===== src/hdl/assert_macros.svh =====
// Assertion macros shared by the wide integer ALU.
// Self-contained; included by files that carry concurrent assertions.
`ifndef ASSERT_MACROS_SVH
`define ASSERT_MACROS_SVH

// Same-cycle implication, off while reset is asserted.
`define WIA_ASSERT_IMPL(lbl, clk_sig, rst_n_sig, ante, cons) \
	lbl: assert property (@(posedge clk_sig) disable iff (!rst_n_sig) (ante) |-> (cons)) \
		else $error("wia assertion failed");

// Next-cycle implication, off while reset is asserted.
`define WIA_ASSERT_NEXT(lbl, clk_sig, rst_n_sig, ante, cons) \
	lbl: assert property (@(posedge clk_sig) disable iff (!rst_n_sig) (ante) |=> (cons)) \
		else $error("wia assertion failed");

`endif


===== src/hdl/wia_pkg.sv =====
// Types and constants of the wide integer ALU.
// No dependencies; imported by every module of the block.
package wia_pkg;

	localparam int WORD_BITS  = 128;
	localparam int FIELD_BITS = 64;
	localparam int PAIR_BITS  = 2 * FIELD_BITS;
	localparam int OP_BITS    = 3;

	typedef logic [WORD_BITS-1:0]  word_t;
	typedef logic [PAIR_BITS-1:0]  pair_t;
	typedef logic [FIELD_BITS-1:0] field_t;

	typedef enum logic [OP_BITS-1:0] {
		OP_ADD = 3'd0,
		OP_SUB = 3'd1,
		OP_AND = 3'd2,
		OP_OR  = 3'd3,
		OP_XOR = 3'd4,
		OP_NOT = 3'd5,
		OP_DIV = 3'd6,
		OP_MOD = 3'd7
	} op_t;

	typedef struct packed {
		logic [OP_BITS-1:0] req_type;
		field_t             a_low;
		field_t             a_high;
		field_t             b_low;
		field_t             b_high;
	} req_t;

	typedef struct packed {
		field_t result_low;
		field_t result_high;
	} res_t;

	// One slot of the divider pipeline. For non-divide operations nq holds
	// the finished result and the slot passes through untouched.
	typedef struct packed {
		logic  valid;
		op_t   op;
		logic  is_div;
		word_t rem;
		word_t nq;
		word_t div;
	} pipe_t;

endpackage


===== src/hdl/wia_div_stage.sv =====
// One restoring-division step with its pipeline register.
// Depends on wia_pkg.
module wia_div_stage
	import wia_pkg::*;
(
	input  logic  clk,
	input  logic  arst_n,
	input  pipe_t pipe_in,
	output pipe_t pipe_s1
);

	logic                 carry;
	word_t                shifted;
	logic [WORD_BITS:0]   diff;
	logic                 borrow;
	logic                 take;
	pipe_t                nxt;

	always_comb begin
		carry   = pipe_in.rem[WORD_BITS-1];
		// shift the next dividend bit in from the top of nq
		shifted = {pipe_in.rem[WORD_BITS-2:0], pipe_in.nq[WORD_BITS-1]};
		{borrow, diff} = {1'b0, carry, shifted} - {2'b00, pipe_in.div};
		take    = !borrow;
		nxt     = pipe_in;
		if (pipe_in.is_div) begin
			nxt.rem = take ? diff[WORD_BITS-1:0] : shifted;
			nxt.nq  = {pipe_in.nq[WORD_BITS-2:0], take};
		end
	end

	always_ff @(posedge clk or negedge arst_n) begin
		if (!arst_n) begin
			pipe_s1 <= '0;
		end else begin
			pipe_s1 <= nxt;
		end
	end

endmodule


===== config.mk =====
export PLATFORM = sky130hd
export DESIGN_NAME = wia_div_stage
export DESIGN_NICKNAME = d
export VERILOG_FILES = /design/src/hdl/assert_macros.svh /design/src/hdl/wia_pkg.sv /design/src/hdl/wia_div_stage.sv
export SDC_FILE = /design/constraint.sdc
export NUM_CORES = 1
export LEC_CHECK = 0
export BUFFER_PORTS_ARGS = -buffer_cell sky130_fd_sc_hd__buf_2
export CORE_MARGIN = 4
export CORE_UTILIZATION = 25
export CTS_CLUSTER_DIAMETER = 150
export DETAILED_ROUTE_END_ITERATION = 10
export GPL_ROUTABILITY_DRIVEN = 1
export MAX_ROUTING_LAYER = met4
export PLACE_DENSITY_LB_ADDON = 0.2
export SLEW_MARGIN = 20
export SYNTH_ARGS = -nofsm -noshare
export SYNTH_HDL_FRONTEND = slang
export SYNTH_SLANG_ARGS = --single-unit
export TNS_END_PERCENT = 30

===== constraint.sdc =====
create_clock -name clk -period 0.8 [get_ports clk]
set_input_delay 0.16 -clock clk [delete_from_list [all_inputs] [get_ports clk]]
set_output_delay 0.16 -clock clk [all_outputs]
set_load 0.01 [all_outputs]

# Word level (Yosys, flattened, before mapping)
# Cells that the tools add are included.
dict set report op_classes {
  add_sub_neg 1
  muxes 2
  reduce_logical 1
}
# cell count
set ops {}
lappend ops {{2-to-1 mux 256 bit} 1}
lappend ops {{subtractor 129 x 128 -> 130 bit} 1}
lappend ops {{2-to-1 mux 128 bit} 1}
lappend ops {{logical NOT 1 bit} 1}
dict set report totals {
  regBits 389
  input_bits 391
  out_inout_bits 389
  elab_cells 10
}

# Depth between registers and ports, before layout
# Gate-level depths: netlist of the first run.
dict set report logic_depth {
  ltp_word 3
  depth_mapped 18
  depth_no_buf 16
}

# Worst setup path after synthesis of the first run
# Ideal clock, no wire load.
dict set report synth_timing {
  kind {in2reg}
  start {input port pipe_in[26] (netlist bit)}
  end {register pipe_s1[283] (netlist bit)}
  setup_time_ns 0.125
  t_arrival_ns 3.027
  required_time_ns 0.675
  path_slack_ns -2.352
  cell_stages 16
  path_buffers 2
  cell_sequence {inv_1 > ha_1 > clkbuf_1 > a21oi_1 > o21a_1 > nand2_1 > nand2_1 > a211o_1 > a22oi_2 > a41oi_2 > nor4_4 > a41o_1 > a31oi_2 > buf_6 > mux2_4 > mux2_2}
}
# element line_no
set synth_rtl {}
lappend synth_rtl {{start: declaration} wia_div_stage.sv:8} ;# input pipe_t pipe_in,
lappend synth_rtl {{end signal: assignment} wia_div_stage.sv:36} ;# pipe_s1 <= nxt;
lappend synth_rtl {{end: declaration} wia_div_stage.sv:9} ;# output pipe_t pipe_s1

==> results of run 1 <==
## final timing paths
| path | from | to | slack, ps | cells after the start |
|---|---|---|---|---|
| max in group asynchronous | arst_n | pipe_s1[56] | 150 | 4 |
| min | pipe_in[341] | pipe_s1[342] | 40 | 4 |
| min in group asynchronous | arst_n | pipe_s1[218] | 170 | 3 |
| max | pipe_in[3] | pipe_s1[283] | -2170 | 18 |
## cell families after synthesis
kind of cell	Yosys count
fa+ha+maj	129
buf+inv	313
simple gates	640
flops	389
compound gates	762
xor+xnor	122
mux	157
## repair_timing
item                                   4_1_cts  5_1_grt
pin swaps                                   82      156
gates cloned                                 9       10
buffers inserted                            45       23
resized for setup                          223      305
setup endpoints to repair                  518      518
hold buffers                               389        0
endpoints found under the hold margin      777        0
## metal layers
| layer | share of wire (%) | vias to the layer above | wire [um] | GRT usage (%) |
|---|---|---|---|---|
| li1 | - | 12800 | - | - |
| met5 | 0 | - | 0 | - |
| met2 | 52 | 630 | 56700 | 40.1 |
| met3 | 5.8 | 137 | 6330 | 5.22 |
| met4 | 2.3 | 0 | 2480 | 5.80 |
| met1 | 40 | 12200 | 43500 | 24.5 |
## metrics by stage
stage,power [uW],utilization (%)
6_report,71600,48.2
5_1_grt,75600,48.2
4_1_cts,70500,46.3
3_5_place_dp,44000,38.4
3_3_place_gp,44000,38.4
2_1_floorplan,32400,-
## area by class of cell
type / instances / area [um^2] / share of cell area (%)
Clock inverter: 22 / 305 / 0.704
Antenna cell: 28 / 70.1 / 0.161
Sequential cell: 389 / 9740 / 22.4
Multi-Input combinational cell: 1810 / 14100 / 32.6
Clock buffer: 66 / 1350 / 3.11
Inverter: 179 / 719 / 1.66
Timing Repair Buffer: 2061 / 15600 / 36.0
Tap cell: 1176 / 1470 / 3.39
## power groups by stage
stage | Sequential [uW] | Clock, uW | Combinational [uW]
floorplan | 23200 | 0 | 9180
global placement | 22300 | 0 | 21700
detailed placement | 22300 | 0 | 21700
CTS | 21900 | 23600 | 25000
global route | 22100 | 24400 | 29100
finish | 21900 | 22700 | 26900
## cells in the final DEF, fill, tap and decap left out, drive strengths merged, types with 28 or more instances in the layout
master,instances
nand4,60
nor2,303
inv,181
clkbuf,75
xor2,48
xnor2,74
diode,28
o21ai,122
dfrtp,389
buf,1662
dlygate4sd3,389
ha,128
o21bai,35
a21oi,418
nand2,165
mux2,137
a21o,55
## tightest hold or removal path: stages
cell	delay, ps
buf_2	140
buf_4	140
a21oi_4	60
a21oi_2	100
==> flow_metrics.py, run 1 <==
metrics = {
    "run_status": {
        "status": "finished with violations",
        "violations": "negative setup slack",
    },
    "die": {
        "ios": 780,
        "dieArea_um2": 95600,
        "die_y_um": 309,
        "die_w_um": 309,
        "std_cell_rows": 110,
        "initial_utilization_pct": 25.2,
        "fp.coreArea_um2": 90000,
    },
    "synthesis": {
        "synth_compound_area_share_pct": 19.6,
        "synth.yosys.warnings": 0,
        "yosys_register_bits": 389,
        "muxShareOfSynthArea_pct": 7.70,
        "synth_top_family_by_area": "compound AO/OA/AOI/OAI gates",
        "synth_simple_gate_area_share_pct": 12.5,
        "ys_types": 67,
        "yosysSeqAreaShare_pct": 42.9,
        "synth_edf_count": 0,
        "syn_area_per_cell_um2": 9.03,
        "syn-num-nets": 3032,
        "synth-main-ff-cell": "dfrtp_1",
        "synth.most_common_cell": "a21oi_1",
        "synthTopCellsByCount": "a21oi_1, dfrtp_1, nor2_1",
        "synth_area_leader_cell": "dfrtp_1",
        "synthAdderAreaFrac_pct": 7.15,
        "synth-xor-area-share_pct": 4.71,
        "synthTopCellsByArea": "dfrtp_1, a21oi_1, ha_1",
        "synth_top_area_share_pct": 42.9,
        "async_flop_share_pct": 100,
        "syn_inst": 2512,
        "synth_area_um2": 22700,
    },
    "cts": {
        "cts_buffers": 48,
        "cts-root-buf": "clkbuf_16",
        "clock_path_buffers": 3,
        "htreeDepth": 2,
        "cts.sinks": 389,
        "clk_pin_slew_worst_paths_ps": 60,
        "cts_tree": "yes",
    },
    "worst_setup_path": {
        "worstPathArrival_ps": 3460,
        "slowest_stage": "mux2_4",
        "required_ps": 1280,
        "path_delay_family": "compound AO/OA/AOI/OAI gates",
        "crit_fanout": 6,
        "crit_path_start_kind": "primary input",
        "critical_path_class": "in2reg",
        "crit_chain": "buf_8 -> inv_4 -> ha_4 -> o21ai_4 -> a21oi_4 -> o21ai_4 -> a211o_1 -> a21o_1 -> a22oi_2 -> buf_6 -> a41oi_4 -> nor4_4 -> a41o_1 -> a31oi_4 -> buf_12 -> buf_16 -> mux2_4 -> mux2_4",
        "critPathMaxStageDelay_ps": 300,
        "path_buf_inv": 5,
        "cp-end-kind": "flip-flop",
    },
    "cells_and_area": {
        "reg.largest.list": "pipe_s1 (389)",
        "finalNetCount": 5009,
        "fill_cells": 8721,
        "final_area_um2": 43400,
        "area_delta_synth_final_pct": 91.4,
        "top_register": "pipe_s1",
        "finalNonFillerCells": 5731,
        "drive_above_1_share_pct": 50.7,
        "largest_reg_flops": 389,
    },
    "global_route": {
        "antenna_found_initial": 35,
        "grt_max_degree": 57,
        "grt_pass1_wl_mm": 158,
        "grtUsageTotal_pct": 22.2,
        "grt-ovfl-total": 0,
        "grt_pass1_vias": 26900,
    },
    "detailed_routing": {
        "ant_nets": 0,
        "firstDrtPassIters": 5,
        "initialDrtViolationCount": 1098,
        "viasPerCell": 4.50,
        "drcViolationCount": 0,
        "drt-total-wl_mm": 109,
        "vias": 25800,
        "wl_per_cell_um": 19.0,
    },
    "sta": {
        "period_share_pct": 372,
        "finalSetupTns_ps": -441670,
        "max_slew_margin_pct": 59.8,
        "worst_pin_slew_ps": 599,
        "fin_crit_ps": 2970,
        "worst_slack_ps": -2170,
        "grt_setup_unrepaired": "yes",
        "finalSetupViolCount": 518,
        "fmax_ghz": 0.336,
        "final_hold_viol_count": 0,
        "timing.hold.ws_ps": 44.6,
        "drv_slew": 0,
    },
    "placed_design": {
        "dpl_cell_area_um2": 34600,
        "placed_cells": 5141,
        "gp_congestion": 0.890,
        "place_ws_ps": -3080,
        "io_buffers": 779,
        "dp_hpwl_mm": 85.5,
    },
    "power_and_ir_drop": {
        "power.density_nw_per_um2": 1650,
        "p_switching_uw": 22800,
        "intPower_uw": 48800,
        "irDropWorstVdd_v": 0.00149,
        "power_frac_comb_pct": 37.6,
        "clkPwrFrac_pct": 31.8,
        "power.leakage_uw": 0.0206,
        "swShare_pct": 31.8,
        "pwr-share-seq_pct": 30.7,
    },
    "flow_run": {
        "drv_cap": 0,
    },
    "hold_path": {
        "hold_path.class": "in2reg",
    },
}
Power figures use the tool's default switching activity.
==> inputs of run 2 (changes only) <==
- BUFFER_PORTS_ARGS: -buffer_cell sky130_fd_sc_hd__buf_2 -> not set
- DONT_BUFFER_PORTS: not set -> 1
==> run 2 against run 1 <==
The flow finishes with violations (negative hold slack, negative setup slack). Die area is the same. Cell count decreased by 18%. Sequential power up 7%. Critical path depth up 4. Critical endpoint is now pipe_s1[259]. Largest power group is now sequential cells. Sequential share of layout area rose by 3.5 points. Setup slack worse by 40 ps. Cell area is 13% lower. Worst hold slack worse by 780 ps. Total power is 5.0% lower. First-iteration DRC count grew 11%. Non-clock buffer count decreased by 1007.
==> flow_metrics.py, run 2 (synthesis results as in run 1) <==
metrics = {
    "placed_design": {
        "dp_hpwl_mm": 77.6,
        "place_ws_ps": -3240,
        "io_buffers": 0,
        "gp_congestion": 0.880,
    },
    "power_and_ir_drop": {
        "swShare_pct": 31.7,
        "p_switching_uw": 21600,
        "power_frac_comb_pct": 31.5,
        "power.leakage_uw": 0.0163,
        "irDropWorstVdd_v": 0.00152,
        "pwr-share-seq_pct": 34.6,
        "power.density_nw_per_um2": 1810,
        "clkPwrFrac_pct": 33.9,
        "intPower_uw": 46400,
    },
    "worst_setup_path": {
        "path_delay_family": "compound AO/OA/AOI/OAI gates",
        "cp.depth": 22,
        "crit_chain": "inv_8 -> ha_4 -> buf_6 -> o21ai_4 -> a21oi_4 -> o21ai_4 -> a211o_1 -> a21o_1 -> a22oi_2 -> buf_6 -> a41oi_4 -> nor4_4 -> buf_4 -> a41o_4 -> a31oi_4 -> buf_12 -> buf_12 -> buf_12 -> buf_6 -> nor3_4 -> a21oi_2 -> a21oi_1",
        "critical_path_class": "in2reg",
        "critPathMaxStageDelay_ps": 360,
        "worstPathArrival_ps": 3530,
        "crit_path_start": "pipe_in[3]",
        "required_ps": 1310,
        "crit_path_start_kind": "primary input",
        "slowest_stage": "a211o_1",
        "cp-end-kind": "flip-flop",
        "path_buf_inv": 8,
        "crit_path_end": "pipe_s1[259]",
        "crit_fanout": 7,
    },
    "detailed_routing": {
        "viasPerCell": 4.77,
        "ant_nets": 0,
        "initialDrtViolationCount": 1218,
        "vias": 22400,
        "wl_per_cell_um": 22.8,
        "drcViolationCount": 0,
        "drt-total-wl_mm": 107,
        "firstDrtPassIters": 5,
    },
    "sta": {
        "final_hold_viol_count": 608,
        "period_share_pct": 377,
        "finalSetupViolCount": 518,
        "worst_slack_ps": -2210,
        "fin_crit_ps": 3010,
        "worst_pin_slew_ps": 670,
        "max_slew_margin_pct": 55.4,
        "fmax_ghz": 0.332,
        "grt_setup_unrepaired": "yes",
        "drv_slew": 0,
        "timing.hold.ws_ps": -733,
    },
    "die": {
        "std_cell_rows": 110,
        "ios": 780,
        "dieArea_um2": 95600,
        "die_y_um": 309,
        "die_w_um": 309,
        "fp.coreArea_um2": 90000,
        "initial_utilization_pct": 25.2,
    },
    "cells_and_area": {
        "reg.largest.list": "pipe_s1 (389)",
        "largest_reg_flops": 389,
        "final_cell_mix": "buf_4, dlygate4sd3_1, dfrtp_1",
        "layout_commonest_cell": "buf_4",
        "drive_above_1_share_pct": 37.8,
        "top_register": "pipe_s1",
        "area_delta_synth_final_pct": 65.6,
        "finalNetCount": 4001,
        "utilization_pct": 41.7,
    },
    "global_route": {
        "grt_pass1_vias": 24100,
        "grt_max_degree": 390,
        "grt_pass1_wl_mm": 152,
        "grtUsageTotal_pct": 21.7,
        "grt-ovfl-total": 0,
        "antenna_found_initial": 4,
    },
    "run_status": {
        "status": "finished with violations",
        "violations": "negative hold slack, negative setup slack",
    },
    "flow_run": {
        "drv_cap": 0,
    },
    "cts": {
        "cts.sinks": 389,
        "cts-root-buf": "clkbuf_16",
        "htreeDepth": 2,
        "clock_path_buffers": 3,
        "cts_tree": "yes",
        "clk_pin_slew_worst_paths_ps": 60,
        "cts_buffers": 47,
    },
    "hold_path": {
        "hold_path.class": "in2async",
    },
}
run 2: cell count changes in the layout (fill, tap and decap cells not counted), sizes merged:
cell and change:
clkinvlp +2, inv +2, bufbuf -1, diode -22, dlygate4sd3 -12, clkbuf -9, buf -989, clkinv -1
run 2: timing repair:
| item | CTS | global route |
|---|---|---|
| pin swaps | 122 | 150 |
| endpoints found under the hold margin | 778 | 648 |
| setup buffers | 20 | 23 |
| endpoints found under the setup margin | 518 | 518 |
| hold buffers | 374 | 3 |
| gates resized for setup | 210 | 353 |
| gates cloned | 10 | 5 |
run 2: area by class of cell:
cell class | count | area (um^2)
fill | 8812 | 52500
multi-input combinational | 1810 | 14300
sequential | 389 | 9760
timing repair buffer | 1054 | 9590
tap | 1176 | 1470
clock buffer | 62 | 1340
inverter | 179 | 723
clock inverter | 25 | 333
antenna | 6 | 15.0
run 2: power groups by stage:
stage | clock network [uW] | registers [uW] | logic, uW
final | 23000 | 23500 | 21400
after global routing | 24600 | 23700 | 23200
after CTS | 23900 | 23600 | 19300
after detailed placement | 0 | 23900 | 15700
after global placement | 0 | 23900 | 15700
after floorplan | 0 | 23200 | 9180
run 2: worst min-delay path by stage:
| stage | from | endpoint | slack, ps |
|---|---|---|---|
| after floorplan | arst_n | pipe_s1[0] | -140 |
| after global placement | arst_n | pipe_s1[201] | -130 |
| after detailed placement | arst_n | pipe_s1[201] | -130 |
| after CTS | arst_n | pipe_s1[363] | -800 |
| after global routing | arst_n | pipe_s1[201] | -790 |
| final | arst_n | pipe_s1[201] | -730 |
run 2: per-layer routing:
layer  part of all wire, %  GRT usage (%)  vias up
li1                      -              -    10700
met1                    38           23.3    10800
met2                    52           38.9      681
met3                   6.8           5.81      165
met4                   3.8           7.12        0
met5                     0              -        -
run 2: stage by stage:
stage	total power (uW)	cells	setup TNS [ps]	instance area [um^2]
6_report	68000	4701	-413320	37600
5_1_grt	71400	4698	-440480	37500
4_1_cts	66800	4672	-442530	35800
3_5_place_dp	39600	4181	-392160	29100
3_3_place_gp	39700	4181	-397170	29100
2_1_floorplan	32400	2512	-322050	23400
